**src/rtl/lurt_table_ram.sv**
```systemverilog
// Last-seen-position table: one write port, one read port with registered data.
module lurt_table_ram #(
  parameter int DEPTH  = 256,
  parameter int DATA_W = 16,
  parameter int ADDR_W = 8
) (
  input  logic              clk,
  input  logic              we,
  input  logic [ADDR_W-1:0] waddr,
  input  logic [DATA_W-1:0] wdata,
  input  logic              re,
  input  logic [ADDR_W-1:0] raddr,
  output logic [DATA_W-1:0] rdata
);

  logic [DATA_W-1:0] mem [DEPTH];
  logic [DATA_W-1:0] rdata_r;

  // A read at the address being written returns the old contents.
  always_ff @(posedge clk) begin
    if (we) begin
      mem[waddr] <= wdata;
    end
    if (re) begin
      rdata_r <= mem[raddr];
    end
  end

  assign rdata = rdata_r;

endmodule

```
**config.mk**
```make
export PLATFORM = sky130hd
export DESIGN_NAME = lurt_table_ram
export DESIGN_NICKNAME = d
export VERILOG_FILES = /design/src/rtl/lurt_table_ram.sv
export SDC_FILE = /design/constraint.sdc
export NUM_CORES = 2
export LEC_CHECK = 0
export BUFFER_PORTS_ARGS = -buffer_cell sky130_fd_sc_hd__buf_2
export CORE_UTILIZATION = 30
export DETAILED_ROUTE_END_ITERATION = 12
export PLACE_DENSITY_LB_ADDON = 0.1
export SLEW_MARGIN = 15
export SYNTH_ARGS = -nofsm -noshare
export SYNTH_HDL_FRONTEND = slang
export SYNTH_SLANG_ARGS = --single-unit
```
**constraint.sdc**
```tcl
create_clock -name clk -period 4.03 [get_ports clk]
set_input_delay 0.806 -clock clk [delete_from_list [all_inputs] [get_ports clk]]
set_output_delay 0.806 -clock clk [all_outputs]
set_load 0.03 [all_outputs]
```
==> results.cfg <==
[status]
outcome = completed

[floorplan]
core_area_um2 = 526000
die-area_um2 = 532000
row_count = 266
io_pins = 51
die_x_um = 730
die_y_um = 730
initial_core_util_pct = 30.2

[pwr]
power-per-cell-area_nw_per_um2 = 491
finalPower_mw = 92.9
p_leak_nw = 60.2
max-vdd-ir-drop_v = 0.000352

[routing]
drt_drc_violations_left = 0
firstDrtPassIters = 6
drt_iter0_markers = 7389
routed_wl_mm = 505
vias = 79595
vias_per_cell = 5.06
ant_nets = 0
wl_per_cell_um = 32.1

[clock_network]
ctsHoldBuffers = 0
cts_num_sinks = 4112
cts_max_level = 5
cts_resized = 0
cts_tree = yes
path_clk_slew_ps = 60
numCtsBuffers = 457
cts-root-buf = clkbuf_16
clock_latency_ps = 1000
post_cts_buffers = 0
clock_path_buffers = 4

[synth]
ys_top_cells_by_count = 4112 x edfxtp_1, 797 x mux4_2, 565 x mux2i_1
synth_ff_type = edfxtp_1
synth_area_leaders = edfxtp_1 78%, mux4_2 11%, mux2i_1 3.6%
synth.distinct_cells = 51
async_flop_share_pct = 0
seq_area_frac_synth_pct = 77.7
synth_seq_cells = 4112
synth_cells = 7360
syn-cell-area_um2 = 159000
synth_edf_count = 4112
avgSynthCellArea_um2 = 21.6
synth_nets = 7395
ys_warn_count = 0
synth_top_area_share_pct = 77.7
yosysMostFrequentCell = edfxtp_1
synth_top_area_cell = edfxtp_1

[setup_path]
rr_worst_depth = 8
path_class = primary input to flip-flop
regToRegStartpoint = mem[131][2]$_DFFE_PP_
cp-start-kind = primary input
end_kind = flip-flop
crit_required_ps = 4830
cp.arrival_ps = 4310
worstReg2RegEnd = rdata[2]$_DFFE_PP_
path_max_fanout = 23
rrSetupSlack_ps = 880

[global_routing]
antenna_found_initial = 46
grt_max_degree = 113
grt_pass1_vias = 81955
gr-usage-all-layers_pct = 18.7
grt_first_pass_wirelength_mm = 692
grt_overflow = 0

[placed_design]
io_buffers = 50
gp_congestion = 0.804
place_area_um2 = 175000
post-dp-hpwl_mm = 316
place_ws_ps = -507

[sta]
fin_crit_sh_pct = 87.1
rsz0062_at_grt = false
setup_violations = 0
drv_slew = 0
fmax_ghz = 0.285
period_needed_ps = 3510
finClkSkew_ps = 40.0
fin_setup_tns_ps = 0
hold_violations = 0
tightestPinTransition_ps = 1250
final_critical_path_setup_slack_ps = 520
maxSlewHeadroom_pct = 16.8

[min_path]
hold_depth = 1
hp-class = primary input to flip-flop
worst_hold_startpoint = wdata[9]
min_to = mem[68][9]$_DFFE_PP_

[final_layout]
fillers = 48472
nets = 8388
ff_latch_area_um2 = 123000
area_growth_pct = 19.1
multi_input_area_um2 = 33400
drive_gt1_share_pct = 31.3
stdcell_area_um2 = 189000

[job]
maxCapViolations = 0
==> metrics by stage <==
step,hold WS [ps],util (%),std cells
final,188,36.0,15724
after global placement,1170,33.2,14861
after CTS,91.9,36.0,15702
after detailed placement,1160,33.2,14862
after global routing,136,36.0,15711
after floorplan,905,-,7360
==> per-layer routing <==
metal | GRT usage [%] | share of wire [%]
met5 | 0 | 0.021
met4 | 4.10 | 2.3
met3 | 3.00 | 5.4
met2 | 30.6 | 48
met1 | 26.2 | 45
==> worst max-delay path by stage <==
stage | from | endpoint | slack (ps) | depth (start not counted)
2_1_floorplan | raddr[0] | rdata[4]$_DFFE_PP_ | 980 | 8
3_3_place_gp | raddr[0] | rdata[7]$_DFFE_PP_ | -550 | 12
3_5_place_dp | raddr[0] | rdata[0]$_DFFE_PP_ | -510 | 10
4_1_cts | raddr[0] | rdata[0]$_DFFE_PP_ | 600 | 10
5_1_grt | raddr[0] | rdata[7]$_DFFE_PP_ | 360 | 12
6_report | raddr[0] | rdata[7]$_DFFE_PP_ | 520 | 12
==> cell type report <==
cell class	instances	share of cell area (%)
Antenna cell	22	0.0291
Clock inverter	284	1.29
Clock buffer	556	6.31
Multi-Input combinational cell	2792	17.7
Sequential cell	4112	65.2
Inverter	4	0.0145
Timing Repair Buffer	986	4.85
Tap cell	6968	4.61
==> critical path, stage by stage <==
cell and delay (ps):
buf_12 200, buf_12 230, buf_4 160, buf_12 140, buf_12 180, buf_12 230, buf_4 220, mux4_2 250
a211oi_1 70, o21ai_0 680, nand3_1 640, nor4_1 400
==> where the power goes <==
group,internal [mW],switching (mW)
combinational,1.88,3.27
sequential,47.2,0.0766
clock,23.3,17.2
==> flip-flops by register name, summed over array words and instances, names as in the netlist <==
| name | cells |
|---|---|
| mem | 4096 |
| rdata | 16 |
==> kinds of logic after synthesis <==
kind of cell	Yosys count	share of synthesized area (%)
DFF	4112	77.7
muxes	1450	15.5
and+or+nand+nor	556	1.57
buffers and inverters	456	1.69
AOI/OAI and AO/OA	786	3.53
==> layout by cell type, fill, tap and decap left out, types with 29 or more instances in the layout <==
master / instances
edfxtp_1: 4112
buf_4: 800
mux4_2: 797
mux2i_1: 565
clkbuf_16: 463
o221ai_1: 252
nor2_2: 201
a21oi_1: 175
o22ai_1: 148
buf_12: 137
clkinv_1: 135
nor2_1: 102
clkbuf_1: 93
mux2_2: 88
nor3_1: 87
clkinv_2: 75
a22oi_1: 43
nand2_1: 37
o21ai_0: 37
bufinv_16: 37
a22o_1: 32
buf_2: 29
Note: power is estimated with default switching activity, not from simulation.
