## src/rtl/lurt_pkg.sv

```systemverilog
// Shared constants and types for the longest unique run tracker.
package lurt_pkg;

  localparam int LURT_POS_BITS = 16;
  localparam int LURT_ALPHABET = 256;

  // String tag kept beside each table entry. Tag zero marks a cleared entry, so a
  // live string uses tags one up to the all-ones value.
  localparam int LURT_EPOCH_W = 8;

  localparam int CHAR_W = 8;
  localparam int OUT_W  = 16;
  localparam logic [OUT_W-1:0] OUT_MAX = 16'hFFFF;

  // One result word as it leaves the window logic.
  typedef struct packed {
    logic [OUT_W-1:0] window_len;
    logic [OUT_W-1:0] best_len;
    logic             string_done;
    logic             too_long;
  } result_t;

endpackage

```

## src/rtl/lurt_window.sv

```systemverilog
// Window state, string tag and the per-word window update.
module lurt_window #(
  parameter int POS_BITS = 16,
  parameter int SYM_W    = 8
) (
  input  logic                                       clk,
  input  logic                                       rst_n,
  input  logic                                       step,
  input  logic [SYM_W-1:0]                           sym,
  input  logic                                       last,
  input  logic [lurt_pkg::LURT_EPOCH_W+POS_BITS-1:0] ram_rdata,
  input  logic                                       fwd,
  input  logic [lurt_pkg::LURT_EPOCH_W+POS_BITS-1:0] fwd_data,
  output logic                                       wr_en,
  output logic [SYM_W-1:0]                           wr_addr,
  output logic [lurt_pkg::LURT_EPOCH_W+POS_BITS-1:0] wr_data,
  output logic                                       epoch_full,
  output lurt_pkg::result_t                          res
);
  import lurt_pkg::*;

  localparam int EXT_W   = (POS_BITS > OUT_W) ? POS_BITS : OUT_W;
  localparam int ENTRY_W = LURT_EPOCH_W + POS_BITS;
  localparam logic [LURT_EPOCH_W-1:0] EPOCH_FIRST = LURT_EPOCH_W'(1);
  localparam logic [LURT_EPOCH_W-1:0] EPOCH_LAST  = '1;

  logic [LURT_EPOCH_W-1:0] epoch_r, epoch_nxt;
  logic [POS_BITS-1:0] ws_r, ws_nxt;
  logic [POS_BITS-1:0] pos_r, pos_nxt;
  logic [POS_BITS-1:0] best_r, best_nxt;
  logic                ovf_r, ovf_nxt;

  logic [ENTRY_W-1:0]      entry;
  logic [LURT_EPOCH_W-1:0] lp_epoch;
  logic [POS_BITS-1:0] lp;
  logic                sat;
  logic                hit;
  logic [POS_BITS-1:0] ws_new;
  logic [POS_BITS-1:0] wlen_new;
  logic [POS_BITS-1:0] best_new;
  logic [POS_BITS-1:0] wlen_sel;
  logic [POS_BITS-1:0] best_sel;
  logic [EXT_W-1:0]    wlen_ext;
  logic [EXT_W-1:0]    best_ext;

  // The table entry written by the previous word may not have reached the read.
  assign entry    = fwd ? fwd_data : ram_rdata;
  assign lp       = entry[POS_BITS-1:0];
  assign lp_epoch = entry[ENTRY_W-1:POS_BITS];
  assign sat      = &pos_r;
  // An entry counts only if it was written while this string was running.
  assign hit      = (lp_epoch == epoch_r) && (lp >= ws_r);

  assign ws_new   = hit ? (lp + POS_BITS'(1)) : ws_r;
  assign wlen_new = pos_r - ws_new + POS_BITS'(1);
  assign best_new = (wlen_new > best_r) ? wlen_new : best_r;

  assign wlen_sel = sat ? (pos_r - ws_r) : wlen_new;
  assign best_sel = sat ? best_r : best_new;
  assign wlen_ext = EXT_W'(wlen_sel);
  assign best_ext = EXT_W'(best_sel);

  always_comb begin
    res.window_len  = (wlen_ext > EXT_W'(OUT_MAX)) ? OUT_MAX : wlen_ext[OUT_W-1:0];
    res.best_len    = (best_ext > EXT_W'(OUT_MAX)) ? OUT_MAX : best_ext[OUT_W-1:0];
    res.string_done = last;
    res.too_long    = sat | ovf_r;
  end

  assign wr_en      = step && !sat;
  assign wr_addr    = sym;
  assign wr_data    = {epoch_r, pos_r};
  assign epoch_full = (epoch_r == EPOCH_LAST);

  always_comb begin
    epoch_nxt = epoch_r;
    ws_nxt    = ws_r;
    pos_nxt   = pos_r;
    best_nxt  = best_r;
    ovf_nxt   = ovf_r;
    if (step) begin
      if (sat) begin
        ovf_nxt = 1'b1;
      end else begin
        ws_nxt   = ws_new;
        pos_nxt  = pos_r + POS_BITS'(1);
        best_nxt = best_new;
      end
      if (last) begin
        epoch_nxt = epoch_full ? EPOCH_FIRST : epoch_r + LURT_EPOCH_W'(1);
        ws_nxt    = '0;
        pos_nxt   = '0;
        best_nxt  = '0;
        ovf_nxt   = 1'b0;
      end
    end
  end

  always_ff @(posedge clk) begin
    if (!rst_n) begin
      epoch_r <= EPOCH_FIRST;
      ws_r    <= '0;
      pos_r   <= '0;
      best_r  <= '0;
      ovf_r   <= 1'b0;
    end else begin
      epoch_r <= epoch_nxt;
      ws_r    <= ws_nxt;
      pos_r   <= pos_nxt;
      best_r  <= best_nxt;
      ovf_r   <= ovf_nxt;
    end
  end

endmodule

```

## config.mk

```make
export PLATFORM = sky130hd
export DESIGN_NAME = lurt_window
export DESIGN_NICKNAME = d
export VERILOG_FILES = /design/src/rtl/lurt_pkg.sv /design/src/rtl/lurt_window.sv
export SDC_FILE = /design/constraint.sdc
export NUM_CORES = 1
export LEC_CHECK = 0
export CAP_MARGIN = 10
export CORE_ASPECT_RATIO = 1.1
export CORE_MARGIN = 2
export CORE_UTILIZATION = 55
export CTS_BUF_LIST = sky130_fd_sc_hd__clkbuf_8 sky130_fd_sc_hd__clkbuf_16
export CTS_CLUSTER_DIAMETER = 150
export DETAILED_ROUTE_END_ITERATION = 8
export DONT_BUFFER_PORTS = 1
export PLACE_DENSITY_LB_ADDON = 0.12
export SETUP_SLACK_MARGIN = 0.15
export SLEW_MARGIN = 20
export SYNTH_ARGS = -nofsm -noshare
export SYNTH_HDL_FRONTEND = slang
export SYNTH_SLANG_ARGS = --single-unit
```

## constraint.sdc

```tcl
create_clock -name clk -period 10 [get_ports clk]
set_input_delay 2 -clock clk [delete_from_list [all_inputs] [get_ports clk]]
set_output_delay 2 -clock clk [all_outputs]
set_load 0.1 [all_outputs]
```

==> key figures <==
Outcome
  • Status: completed

Global routing
  • Initial antenna violation count: 0
  • Largest net degree at the start of global routing: 32
  • GR Overflow Total: 0
  • First-pass GRT wire length: 24.61 mm
  • Tot GR Track Use: 27.48%
  • Vias in the first global route: 5133

STA
  • Relative slew slack: 23.74%
  • Final worst-path cycle share: 99.17%
  • PnR worst setup slack: 0.08317 ns
  • Final number of max-transition violations: 0
  • Final worst clock skew: 0.01062 ns
  • WHS: 0.4649 ns
  • Final Setup Violations: 0
  • Setup TNS: 0 ns
  • Slew of the pin with the lowest slew margin: 1.142 ns
  • Tmin final: 9.917 ns
  • Final hold viol count: 0
  • RSZ-0062 raised after global routing: yes
  • Peak Freq: 100.8 MHz

Power and ir drop
  • P_leak: 0.002938 µW
  • Cell Pwr Density: 114.3 mW/mm²
  • Peak VDD IR: 0.00007769 V

Drt
  • Via count: 5391
  • Per-cell routed wire length: 18.62 µm
  • Vias per cell: roughly 6.1
  • Routed wire length: 16.48 mm
  • Residual DRC: 0
  • DR pass1 iterations: 4
  • Initial DRC count: 233
  • Final ANT Viol Nets: 0

Place
  • Dpl hpwl: 12.13 mm
  • GPL Wtd Cong: around 0.93
  • Post-DP Area: 0.006143 mm²
  • PortBufs: 0
  • Setup WS pre-CTS: -0.002262 ns
  • Cell count after placement: 850

Worst setup path
  • CP Launch Type: input port
  • Data required, critical path: 8.00 ns
  • Crit. End Element: primary output
  • Crit Path Max Fanout: 31
  • Setup CP Type: input port to primary output
  • Critical Path AT: roughly 7.9 ns

Yosys
  • Async S/R FF share, synth: 0%
  • #FFs+latches synth: between 50 and 60
  • Sequential fraction of the synthesis area: 19.92%
  • Syn. warnings: 0
  • Share of Yosys cell area claimed by the top area cell type: between 10% and 20%
  • Avg Synthesized Cell Area: 7.881 µm²
  • Unique masters post-synth: 55
  • Post-synthesis cell area: 0.005729 mm²
  • Number of flops mapped to enable cells by yosys: 0
  • Yosys top cell by area: dfxtp_1
  • Ys flop type: dfxtp_1
  • Syn_nets: 869
  • Leading cell types by total area after synthesis: dfxtp_1 20%, ha_1 17%, nor2_1 5.6%
  • Mapped Cells: approximately 730

Cells and area
  • Storage element area: 0.001141 mm²
  • Fill count: 802
  • Design area: 0.007099 mm²
  • Commonest non-fill, non-tap cells in the layout: 82 x nor2_1, 62 x ha_1, 57 x dfxtp_1
  • Layout cells sized above 1: 22.18%
  • Multi-input logic area: 0.004897 mm²
  • N_diodes: 0
  • Area delta synth->final: 23.91%
  • Fin nets: 899
  • Most common cell after layout, fill and taps aside: nor2_1
  • Fin cells: 885

Clock tree
  • H-tree level count: 3
  • Clock buffer depth: 2
  • Clk root buf: clkbuf_16
  • Clock transition at path regs: 0.06 ns
  • CTS tree: built
  • Worst-skew pair later-pin latency: around 0.34 ns
  • CTS Sinks: 57
  • Num CTS Buffers: 9

Worst hold path
  • Hold WC Path Type: flip-flop to flip-flop

Floorplan
  • Full die area: 0.01125 mm²
  • Die H: 111.0 µm
  • Io pins: 129
  • Starting Density: 55.91%
  • FP Rows: 39
  • Die width: 101.3 µm
  • Core area: 0.01025 mm²

Flow run
  • Max_cap viols: 0
==> cells in the mapped netlist, drive strengths merged (11+ instances only) <==
| cell | count |
|---|---|
| buf | 15 |
| mux2 | 24 |
| a21oi | 37 |
| nand3 | 20 |
| xor2 | 33 |
| clkbuf | 15 |
| o21a | 11 |
| mux2i | 20 |
| dfxtp | 57 |
| nand2 | 57 |
| inv | 48 |
| o21ai | 36 |
| nor3 | 15 |
| and2 | 22 |
| nand4 | 18 |
| xnor2 | 30 |
| nor2 | 85 |
| ha | 79 |
==> path summary, 6_finish.rpt <==
path	startpoint	endpoint	slack, ns	cells after the start
worst min register to register	ovf_r$_SDFFE_PN0P_	ovf_r$_SDFFE_PN0P_	0.46	2
worst max register to register	ws_r[9]$_SDFFE_PN0P_	best_r[3]$_SDFFE_PN0P_	3.37	27
worst max-delay path	fwd	res[10]	0.08	24
worst min-delay path	ovf_r$_SDFFE_PN0P_	ovf_r$_SDFFE_PN0P_	0.46	2
==> where the power goes <==
| part | total [µW] | switching [µW] | leakage (µW) | internal [µW] |
|---|---|---|---|---|
| registers | 231 | 2.03 | 0.000460 | 229 |
| logic | 258 | 163 | 0.00232 | 95.5 |
| clock network | 322 | 116 | 0.000155 | 205 |
==> critical path, cell delays in order <==
cell and delay [ns]:
mux2_4 0.31, ha_4 0.26, nand4_1 0.12, nor3_2 0.21
a221oi_2 0.09, a211oi_4 0.39, buf_4 0.20, mux2i_4 0.26
ha_1 0.29, ha_1 0.34, a211oi_2 0.24, nor2_2 0.08
o41ai_2 0.35, a211o_1 0.24, o211a_1 0.22, mux2i_1 0.30
nand2_2 0.13, ha_4 0.30, nand4_1 0.17, nor4_4 0.39
nor3_2 0.09, a21oi_4 0.27, clkbuf_16 0.20, mux2_4 0.44
==> state kept, by name, indices dropped and copies added (netlist names) <==
| name | count |
|---|---|
| best_r | 16 |
| epoch_r | 8 |
| ovf_r | 1 |
| pos_r | 16 |
| ws_r | 16 |
==> final cells by class <==
type                       instances  share of cell area [%]
timing repair buffer              49                   5.816
tap                              123                   2.168
sequential                        57                   16.07
inverter                          50                   2.644
clock inverter                     5                  0.7578
multi-input combinational        590                   68.98
clock buffer                      11                   3.560
==> metrics by stage <==
step | utilization, % | power [µW]
2_1_floorplan | - | 430.3
3_3_place_gp | 59.95 | 440.5
3_5_place_dp | 59.95 | 444.5
4_1_cts | 63.74 | 764.3
5_1_grt | 69.28 | 835.4
6_report | 69.28 | 811.3
==> what timing repair did <==
| item | in CTS | in global routing |
|---|---|---|
| endpoints found under the setup margin | 16 | 16 |
| gates cloned | 0 | 2 |
| hold buffers | 0 | 0 |
| resized for setup | 11 | 67 |
| buffers inserted | 4 | 13 |
| pin swaps | 3 | 34 |
==> cells by family after synthesis <==
| kind of cell | share of synthesized area (%) |
|---|---|
| flip-flops | 19.92 |
| multiplexers | 8.211 |
| buffers and inverters | 6.115 |
| adder cells (fa/ha/maj) | 17.95 |
| AO/OA/AOI/OAI | 17.23 |
| AND/OR/NAND/NOR | 20.81 |
| XOR/XNOR | 9.762 |
==> metal layers <==
metal | up-vias | GRT usage (%) | routed length [µm]
li1 | 2628 | - | -
met1 | 2576 | 32.70 | 6755
met2 | 158 | 47.42 | 8317
met3 | 29 | 6.431 | 993
met4 | 0 | 10.00 | 410
met5 | - | 0 | 0
No activity file was read; power rests on OpenSTA's default activity.
